**config.mk**
```make
export PLATFORM = sky130hd
export DESIGN_NAME = frame_pair_brightness_equalizer_unit
export DESIGN_NICKNAME = d
export VERILOG_FILES = /design/src/rtl/fpbe_pkg.sv /design/src/rtl/fpbe_div.sv /design/src/rtl/fpbe_datapath.sv /design/src/rtl/fpbe_ctrl.sv /design/src/rtl/frame_pair_brightness_equalizer_unit.sv
export SDC_FILE = /design/constraint.sdc
export NUM_CORES = 2
export LEC_CHECK = 0
export BUFFER_PORTS_ARGS = -buffer_cell sky130_fd_sc_hd__buf_2
export CAP_MARGIN = 20
export CORE_AREA = 3 3 247 249
export CTS_CLUSTER_SIZE = 12
export DETAILED_ROUTE_END_ITERATION = 6
export DIE_AREA = 0 0 250 252
export PLACE_DENSITY = 0.77
export SLEW_MARGIN = 20
export SYNTH_ARGS = -nofsm -noshare
export SYNTH_HDL_FRONTEND = slang
export SYNTH_SLANG_ARGS = --single-unit
```
**constraint.sdc**
```tcl
create_clock -name clk -period 17 [get_ports clk]
set_clock_uncertainty 0.1 [all_clocks]
set_input_delay 0.85 -clock clk [delete_from_list [all_inputs] [get_ports clk]]
set_output_delay 0.85 -clock clk [all_outputs]
set_load 0.005 [all_outputs]
```
**src/rtl/fpbe_pkg.sv**
```systemverilog
// ----------------------------------------------------------------------------
// fpbe_pkg
// Shared widths, constants and control types of the frame pair brightness
// equalizer.
// ----------------------------------------------------------------------------
package fpbe_pkg;

    localparam int CH_W      = 8;                 // one color channel
    localparam int PIX_W     = 3 * CH_W;          // one BGR pixel
    localparam int PAIR_W    = 2 * PIX_W;         // first pixel, then second
    localparam int SUM_W     = 30;                // per-frame channel sum
    localparam int GAIN_W    = 25;                // unsigned 9.16
    localparam int GAIN_FRAC = 16;

    localparam logic [SUM_W-1:0]  SUM_MAX    = {SUM_W{1'b1}};
    localparam logic [GAIN_W-1:0] GAIN_RESET = GAIN_W'(32'h0002_0000);  // 2.0
    localparam logic [GAIN_W-1:0] GAIN_CLAMP = GAIN_W'(32'h0100_0000);  // 256.0

    // pass selector carried on tuser
    localparam logic ACT_ACCUM = 1'b0;
    localparam logic ACT_APPLY = 1'b1;

    // controller -> datapath
    typedef struct packed {
        logic acc;        // add accepted word to the frame sums
        logic load_out;   // load accepted word into the output register
        logic div_start;  // latch sums into divider, pick darker frame, clear sums
        logic gain_load;  // take the finished quotient as new gain
    } fpbe_cmd_t;

    // datapath -> controller
    typedef struct packed {
        logic div_done;
    } fpbe_sts_t;

endpackage

```
**src/rtl/fpbe_div.sv**
```systemverilog
// ----------------------------------------------------------------------------
// fpbe_div
// Bit-serial restoring divider: gain = (bright << 17) / dark, clamped at 256.0.
// ----------------------------------------------------------------------------
module fpbe_div
(
    input  logic                          clk,
    input  logic                          rst_n,
    input  logic                          start,
    input  logic [fpbe_pkg::SUM_W-1:0]    bright,
    input  logic [fpbe_pkg::SUM_W-1:0]    dark,
    output logic                          done,
    output logic [fpbe_pkg::GAIN_W-1:0]   quot
);
    import fpbe_pkg::*;

    localparam int STEPS = GAIN_W;
    localparam int CNT_W = $clog2(STEPS);
    // dividend bits below the initial remainder: low 8 bits of bright, then zeros
    localparam int LOW_BITS = GAIN_W - (GAIN_FRAC + 1);

    logic                 busy_reg, busy_next;
    logic                 done_reg, done_next;
    logic [CNT_W-1:0]     cnt_reg, cnt_next;
    logic [SUM_W-1:0]     rem_reg, rem_next;
    logic [SUM_W-1:0]     dvs_reg, dvs_next;
    logic [GAIN_W-1:0]    num_reg, num_next;
    logic [GAIN_W-1:0]    quo_reg, quo_next;
    logic                 ovf_reg, ovf_next;
    logic [SUM_W:0]       trial;
    logic                 fits;

    assign trial = {rem_reg, num_reg[GAIN_W-1]};
    assign fits  = trial >= {1'b0, dvs_reg};

    always_comb
    begin
        busy_next = busy_reg;
        done_next = 1'b0;
        cnt_next  = cnt_reg;
        rem_next  = rem_reg;
        dvs_next  = dvs_reg;
        num_next  = num_reg;
        quo_next  = quo_reg;
        ovf_next  = ovf_reg;
        if (start)
        begin
            busy_next = 1'b1;
            cnt_next  = CNT_W'(STEPS - 1);
            dvs_next  = dark;
            // quotient would reach 2^25 (covers dark == 0): clamp
            ovf_next  = {8'b0, bright} >= {dark, 8'b0};
            rem_next  = SUM_W'(bright[SUM_W-1:LOW_BITS]);
            num_next  = {bright[LOW_BITS-1:0], (GAIN_FRAC + 1)'(0)};
            quo_next  = '0;
        end
        else if (busy_reg)
        begin
            num_next = {num_reg[GAIN_W-2:0], 1'b0};
            quo_next = {quo_reg[GAIN_W-2:0], fits};
            rem_next = fits ? SUM_W'(trial - {1'b0, dvs_reg}) : trial[SUM_W-1:0];
            cnt_next = cnt_reg - 1'b1;
            if (cnt_reg == '0)
            begin
                busy_next = 1'b0;
                done_next = 1'b1;
            end
        end
    end

    always_ff @(posedge clk or negedge rst_n)
    begin
        if (!rst_n)
        begin
            busy_reg <= 1'b0;
            done_reg <= 1'b0;
            cnt_reg  <= '0;
        end
        else
        begin
            busy_reg <= busy_next;
            done_reg <= done_next;
            cnt_reg  <= cnt_next;
        end
    end

    always_ff @(posedge clk)
    begin
        rem_reg <= rem_next;
        dvs_reg <= dvs_next;
        num_reg <= num_next;
        quo_reg <= quo_next;
        ovf_reg <= ovf_next;
    end

    assign done = done_reg;
    assign quot = (ovf_reg || quo_reg > GAIN_CLAMP) ? GAIN_CLAMP : quo_reg;

    a_no_restart: assert property (@(posedge clk) disable iff (!rst_n)
        start |-> !busy_reg)
        else $error("divider started while busy");

    a_done_idle: assert property (@(posedge clk) disable iff (!rst_n)
        done_reg |-> !busy_reg)
        else $error("divider done while still busy");

endmodule

```
**src/rtl/fpbe_datapath.sv**
```systemverilog
// ----------------------------------------------------------------------------
// fpbe_datapath
// Frame sums, gain and darker-frame registers, channel scaling, output word.
// ----------------------------------------------------------------------------
module fpbe_datapath
(
    input  logic                          clk,
    input  logic                          rst_n,
    input  fpbe_pkg::fpbe_cmd_t           cmd,
    output fpbe_pkg::fpbe_sts_t           sts,
    input  logic [fpbe_pkg::PAIR_W-1:0]   in_data,
    input  logic                          in_last,
    output logic [fpbe_pkg::PAIR_W-1:0]   out_data,
    output logic                          out_scaled,
    output logic                          out_last
);
    import fpbe_pkg::*;

    localparam int PROD_W = CH_W + GAIN_W + 1;
    localparam logic [PROD_W-1:0] ROUND_HALF = PROD_W'(1) << (GAIN_FRAC - 1);

    logic [SUM_W-1:0]   first_sum_reg, first_sum_next;
    logic [SUM_W-1:0]   second_sum_reg, second_sum_next;
    logic [GAIN_W-1:0]  gain_reg;
    logic               darker_reg;
    logic [PAIR_W-1:0]  out_data_reg;
    logic               out_scaled_reg;
    logic               out_last_reg;

    logic [PIX_W-1:0]   first_pix, second_pix, dark_pix, scaled_pix;
    logic               second_darker;
    logic [SUM_W-1:0]   bright_sum, dark_sum;
    logic [GAIN_W-1:0]  quot;

    function automatic logic [SUM_W-1:0] sum_add(input logic [SUM_W-1:0] acc,
                                                 input logic [PIX_W-1:0] pix);
        logic [CH_W+1:0] add;
        logic [SUM_W:0]  s;
        add = {2'b0, pix[CH_W-1:0]} + {2'b0, pix[2*CH_W-1:CH_W]}
            + {2'b0, pix[3*CH_W-1:2*CH_W]};
        s = {1'b0, acc} + (SUM_W + 1)'(add);
        return s[SUM_W] ? SUM_MAX : s[SUM_W-1:0];
    endfunction

    function automatic logic [CH_W-1:0] scale_ch(input logic [CH_W-1:0] c,
                                                 input logic [GAIN_W-1:0] g);
        logic [PROD_W-1:0] p;
        p = PROD_W'(c) * PROD_W'(g) + ROUND_HALF;
        if (p[PROD_W-1:GAIN_FRAC] > (PROD_W - GAIN_FRAC)'(8'hFF))
            return {CH_W{1'b1}};
        else
            return p[GAIN_FRAC +: CH_W];
    endfunction

    assign first_pix  = in_data[PIX_W-1:0];
    assign second_pix = in_data[PAIR_W-1:PIX_W];

    // ---- sums
    always_comb
    begin
        first_sum_next  = first_sum_reg;
        second_sum_next = second_sum_reg;
        if (cmd.div_start)
        begin
            first_sum_next  = '0;
            second_sum_next = '0;
        end
        else if (cmd.acc)
        begin
            first_sum_next  = sum_add(first_sum_reg, first_pix);
            second_sum_next = sum_add(second_sum_reg, second_pix);
        end
    end

    // first frame wins a tie
    assign second_darker = first_sum_reg > second_sum_reg;
    assign bright_sum    = second_darker ? first_sum_reg : second_sum_reg;
    assign dark_sum      = second_darker ? second_sum_reg : first_sum_reg;

    fpbe_div u_div
    (
        .clk    (clk),
        .rst_n  (rst_n),
        .start  (cmd.div_start),
        .bright (bright_sum),
        .dark   (dark_sum),
        .done   (sts.div_done),
        .quot   (quot)
    );

    always_ff @(posedge clk or negedge rst_n)
    begin
        if (!rst_n)
        begin
            first_sum_reg  <= '0;
            second_sum_reg <= '0;
            gain_reg       <= GAIN_RESET;
            darker_reg     <= 1'b0;
        end
        else
        begin
            first_sum_reg  <= first_sum_next;
            second_sum_reg <= second_sum_next;
            if (cmd.div_start)
                darker_reg <= second_darker;
            if (cmd.gain_load)
                gain_reg <= quot;
        end
    end

    // ---- scaling: only the darker frame goes through the multipliers
    assign dark_pix = darker_reg ? second_pix : first_pix;

    always_comb
    begin
        for (int i = 0; i < 3; i++)
            scaled_pix[i*CH_W +: CH_W] = scale_ch(dark_pix[i*CH_W +: CH_W], gain_reg);
    end

    always_ff @(posedge clk)
    begin
        if (cmd.load_out)
        begin
            out_data_reg   <= darker_reg ? {scaled_pix, first_pix} : {second_pix, scaled_pix};
            out_scaled_reg <= darker_reg;
            out_last_reg   <= in_last;
        end
    end

    assign out_data   = out_data_reg;
    assign out_scaled = out_scaled_reg;
    assign out_last   = out_last_reg;

    a_gain_range: assert property (@(posedge clk) disable iff (!rst_n)
        gain_reg <= GAIN_CLAMP)
        else $error("gain above clamp");

endmodule

```
**src/rtl/fpbe_ctrl.sv**
```systemverilog
// ----------------------------------------------------------------------------
// fpbe_ctrl
// Handshake and sequencing: streaming, gain division stall, output valid.
// ----------------------------------------------------------------------------
module fpbe_ctrl
(
    input  logic                  clk,
    input  logic                  rst_n,
    input  logic                  in_valid,
    output logic                  in_ready,
    input  logic                  in_action,
    input  logic                  in_last,
    output logic                  out_valid,
    input  logic                  out_ready,
    output fpbe_pkg::fpbe_cmd_t   cmd,
    input  fpbe_pkg::fpbe_sts_t   sts
);
    import fpbe_pkg::*;

    typedef enum logic [1:0] {
        S_RUN,
        S_START,
        S_DIV
    } state_t;

    state_t state_reg, state_next;
    logic   out_valid_reg, out_valid_next;
    logic   accept;

    assign in_ready = (state_reg == S_RUN) && (!out_valid_reg || out_ready);
    assign accept   = in_valid && in_ready;

    always_comb
    begin
        cmd.acc       = accept && (in_action == ACT_ACCUM);
        cmd.load_out  = accept && (in_action == ACT_APPLY);
        cmd.div_start = state_reg == S_START;
        cmd.gain_load = (state_reg == S_DIV) && sts.div_done;

        state_next = state_reg;
        case (state_reg)
            S_RUN:
            begin
                if (cmd.acc && in_last)
                    state_next = S_START;
            end
            S_START:
                state_next = S_DIV;
            S_DIV:
            begin
                if (sts.div_done)
                    state_next = S_RUN;
            end
            default:
                state_next = S_RUN;
        endcase

        out_valid_next = out_valid_reg;
        if (cmd.load_out)
            out_valid_next = 1'b1;
        else if (out_ready)
            out_valid_next = 1'b0;
    end

    always_ff @(posedge clk or negedge rst_n)
    begin
        if (!rst_n)
        begin
            state_reg     <= S_RUN;
            out_valid_reg <= 1'b0;
        end
        else
        begin
            state_reg     <= state_next;
            out_valid_reg <= out_valid_next;
        end
    end

    assign out_valid = out_valid_reg;

    a_stall_after_last: assert property (@(posedge clk) disable iff (!rst_n)
        (cmd.acc && in_last) |=> !in_ready)
        else $error("input not stalled for gain division");

    a_done_in_div: assert property (@(posedge clk) disable iff (!rst_n)
        sts.div_done |-> state_reg == S_DIV)
        else $error("divider result outside division state");

endmodule

```
**src/rtl/frame_pair_brightness_equalizer_unit.sv**
```systemverilog
// ----------------------------------------------------------------------------
// frame_pair_brightness_equalizer_unit
// Brightness equalizer for a pair of aligned BGR frames.
// ----------------------------------------------------------------------------
// Each input word is one pixel pair. tuser = 0 marks an accumulate pass word:
// its channels are added to a saturating 30-bit sum per frame and no output
// word is made. tlast on an accumulate word ends the pass: the darker frame is
// picked (first frame on a tie), gain = 2 * bright / dark is computed in
// unsigned 9.16 (truncated, clamped at 256.0, and 256.0 when dark is zero),
// and both sums are cleared. tuser = 1 marks an apply pass word: one output
// word follows, the darker frame's channels multiplied by the gain, rounded
// half up and saturated to 255, the other frame unchanged. Before any
// accumulate pass the gain is 2.0 on the first frame.
// Rate: one word per clock in both passes while the output side keeps up; the
// output register lets a new word in while the previous result is taken.
// After the last accumulate word the input stalls while the bit-serial
// restoring divider works out the 25 gain bits, one bit per cycle.
// ----------------------------------------------------------------------------
module frame_pair_brightness_equalizer_unit
(
    input  logic                          clk,
    input  logic                          rst_n,
    // input words
    input  logic                          s_axis_tvalid,
    output logic                          s_axis_tready,
    // first_blue, first_green, first_red, second_blue, second_green, second_red
    input  logic [fpbe_pkg::PAIR_W-1:0]   s_axis_tdata,
    // action
    input  logic                          s_axis_tuser,
    input  logic                          s_axis_tlast,    // frame_end
    // output words
    output logic                          m_axis_tvalid,
    input  logic                          m_axis_tready,
    // out_first_blue, out_first_green, out_first_red,
    // out_second_blue, out_second_green, out_second_red
    output logic [fpbe_pkg::PAIR_W-1:0]   m_axis_tdata,
    // scaled_second
    output logic                          m_axis_tuser,
    output logic                          m_axis_tlast     // out_last
);
    import fpbe_pkg::*;

    fpbe_cmd_t cmd;
    fpbe_sts_t sts;

    // sequencing and handshake
    fpbe_ctrl u_ctrl
    (
        .clk       (clk),
        .rst_n     (rst_n),
        .in_valid  (s_axis_tvalid),
        .in_ready  (s_axis_tready),
        .in_action (s_axis_tuser),
        .in_last   (s_axis_tlast),
        .out_valid (m_axis_tvalid),
        .out_ready (m_axis_tready),
        .cmd       (cmd),
        .sts       (sts)
    );

    // sums, gain division, scaling and output register
    fpbe_datapath u_datapath
    (
        .clk        (clk),
        .rst_n      (rst_n),
        .cmd        (cmd),
        .sts        (sts),
        .in_data    (s_axis_tdata),
        .in_last    (s_axis_tlast),
        .out_data   (m_axis_tdata),
        .out_scaled (m_axis_tuser),
        .out_last   (m_axis_tlast)
    );

endmodule
```
==> run metrics <==
status finished, final reports clean; Post-synth EDFFs 111; multi-input logic area roughly 26,000 sq um; dpl hpwl just under 70 mm; Clock Pin Slew Worst Setup and Hold Paths 0.06 ns; TritonRoute pass-1 iters 5; Hold Buf Count CTS 0; Nets around 4,700; initial antenna violation count 0; Num CTS Buffers 27; placed inst area approximately 36,000 sq um; Worst Setup SP u_datapath.darker_reg$_DFFE_PN0P_; n_diodes 0; fraction of registers with async set/reset 0.400; Residual DRC 0; clock share of power 0.154; dominant cell type by area after synthesis fa_1; Critical Path AT 8.00 ns; Worst Tran Pin Value between 1 and 1.5 ns; Distinct cells, synth 84; grt ovf 0; Reg area 6400 sq um; Sequential Power Share 0.263; worst reg-to-reg setup slack ~9.2 ns; Post-synth top flop edfxtp_1; Via density roughly 5.9; Logic pwr share 0.583; standard-cell rows 89; synth warn 0; CP Launch Type flip-flop; first-pass GRT wire length ~150 mm; DIE WIDTH approximately 250 microns; CP endpoint kind flip-flop; reg2reg start u_datapath.darker_reg$_DFFE_PN0P_; final setup violation count 0; FF-to-FF End u_datapath.out_data[1]$_DFFE_PP_; final setup TNS 0 ns; fin. max-slew vios 0; Net Sw Frac 0.458; core outline area 58,900 sq um; worst hold path type in -> async; Final Hold Slack approximately 0.17 ns; synthesized instance count just under 4,000; Post-Syn Nets 4,762; H-tree lvl count 1; GPL Wtd Cong 1.01; Sink Count 240; Top Ports ~110; worst-path fanout max 76; Peak VDD IR between 0.1 and 0.15 mV; worst setup path category reg -> reg; Netlist Area Pre-Place between 30,000 and 40,000 sq um; switching pwr between 0.0015 and 0.002 W; unrepaired setup endpoints after global routing no; min cycle time layout 7.84 ns; CTS Root Cell clkbuf_16; pwr dens roughly 100 nW/um^2; die area ~63,000 sq um; top cell type's share of synthesized area 0.237; endpoints failing hold 0; most frequent cell after synthesis inv_1; Post-CTS Setup Inserts 0; number of port buffers about 110; Final ANT Viol Nets 0; post-cts resize count 0; max_cap viols 0; most frequent cells after synthesis inv_1 (662), fa_1 (418), ha_1 (361), and2_1 (344), nand2_1 (224); Die Height 252 microns; initial core utilization 0.600; final instance area 37,200 sq um; internal power 0.00203 W; Max Clk Rate 0.128 GHz; Tcrit/Tclk final 0.461; share of layout cells above drive strength 1 0.0676; end of the critical path u_datapath.out_data[1]$_DFFE_PP_; P_leak 18.7 nW; Worst EP required approximately 17 ns; gr usage total 0.285; CTS Buffer Depth 3; Slew headroom 0.285; total number of vias between 20,000 and 30,000; vias in the first global route 28,000; Fill cells a little under 5,000; max reg flops 48; Synth-to-Final Area Change 5.40%; top post-synthesis cells by area fa_1 (24%), ha_1 (13%), edfxtp_1 (9.4%); clk_lat worst skew roughly 0.56 ns; sequential area share after synthesis 0.181; wire per inst 18.9 microns; Starting DRT DRC Count between 2,000 and 2,500; R2R cell count 20; final wirelength 89.2 mm; syn avg cell area around 9 sq um; CTS tree built; #FFs+latches synth 240; pin count of the biggest net entering global routing roughly 90
==> how the worst min path moves through the flow <==
| stage | from | to | slack (ns) | cells past startpoint |
|---|---|---|---|---|
| 2_1_floorplan | u_datapath.u_div.done$_DFF_PN0_ | u_ctrl.state_reg[1]$_DFFE_PN0P_ | 0.34 | 1 |
| 3_3_place_gp | u_datapath.u_div.quo_reg[24]$_SDFFE_PP0P_ | u_datapath.u_div.quo_reg[24]$_SDFFE_PP0P_ | 0.37 | 2 |
| 3_5_place_dp | u_datapath.u_div.quo_reg[24]$_SDFFE_PP0P_ | u_datapath.u_div.quo_reg[24]$_SDFFE_PP0P_ | 0.39 | 2 |
| 4_1_cts | rst_n | u_datapath.first_sum_reg[8]$_DFFE_PN0P_ | 0.18 | 1 |
| 5_1_grt | rst_n | u_datapath.first_sum_reg[8]$_DFFE_PN0P_ | 0.20 | 1 |
| 6_report | rst_n | u_datapath.first_sum_reg[8]$_DFFE_PN0P_ | 0.17 | 1 |
==> layer usage <==
metal  track usage  up-vias  part of all wire
li1              -    12900                 -
met1         0.412    13700              0.44
met2         0.445     1128              0.45
met3        0.0516      152             0.086
met4        0.0778        0             0.029
met5             0        -                 0
==> power groups by stage <==
stage / sequential (W) / clock [W] / combinational (W)
floorplan: 0.000920 / 0 / 0.00167
global placement: 0.000985 / 0 / 0.00208
detailed placement: 0.000985 / 0 / 0.00214
CTS: 0.000977 / 0.000582 / 0.00216
global route: 0.00100 / 0.000605 / 0.00244
finish: 0.000983 / 0.000575 / 0.00218
==> final cells by class <==
cell class,instances,area share
clock buffer,44,0.0212
clock inverter,6,0.00165
inverter,664,0.0670
multi-input combinational,2847,0.692
sequential,240,0.172
tap,773,0.0260
timing repair buffer,135,0.0202
==> critical path, stage by stage (launching register included) <==
cell	delay [ns]
dfrtp_2	0.34
buf_4	0.63
mux2_2	0.62
and2_1	0.27
fa_1	0.50
fa_1	0.53
fa_1	0.56
inv_1	0.06
fa_1	0.56
inv_1	0.05
ha_1	0.31
a21oi_1	0.14
o21ai_0	0.38
o211ai_1	0.19
a311oi_1	0.48
o21a_1	0.26
o221ai_1	0.15
nand4b_1	0.13
o211ai_1	0.14
nor4_4	0.88
a2bb2oi_1	0.19
==> per-stage QoR <==
step	utilization	power, W	setup slack (ns)	std cells
final	0.632	0.00374	9.16	4709
after global placement	0.617	0.00306	9.43	4659
after detailed placement	0.617	0.00313	9.34	4659
after global routing	0.632	0.00404	8.73	4709
after CTS	0.632	0.00372	9.31	4709
after floorplan	-	0.00259	10.51	3929
==> cells in the final DEF, fill, tap and decap left out, drive strengths merged, types with 95 or more instances in the layout <==
master and n:
inv 664, and2 344, ha 361, dfrtp 95
fa 418, nand2 225, nor2 185, edfxtp 111
o21ai 114, a21oi 209, nor2b 154, buf 135
==> logic make-up after synthesis <==
kind of cell	count (synthesis)	share of synthesized area
AO/OA/AOI/OAI	688	0.126
multiplexers	114	0.0337
buffers and inverters	842	0.0911
flip-flops	240	0.181
AND/OR/NAND/NOR	1157	0.176
adder cells (fa/ha/maj)	779	0.365
XOR/XNOR	109	0.0270
Power figures use the tool's default switching activity.
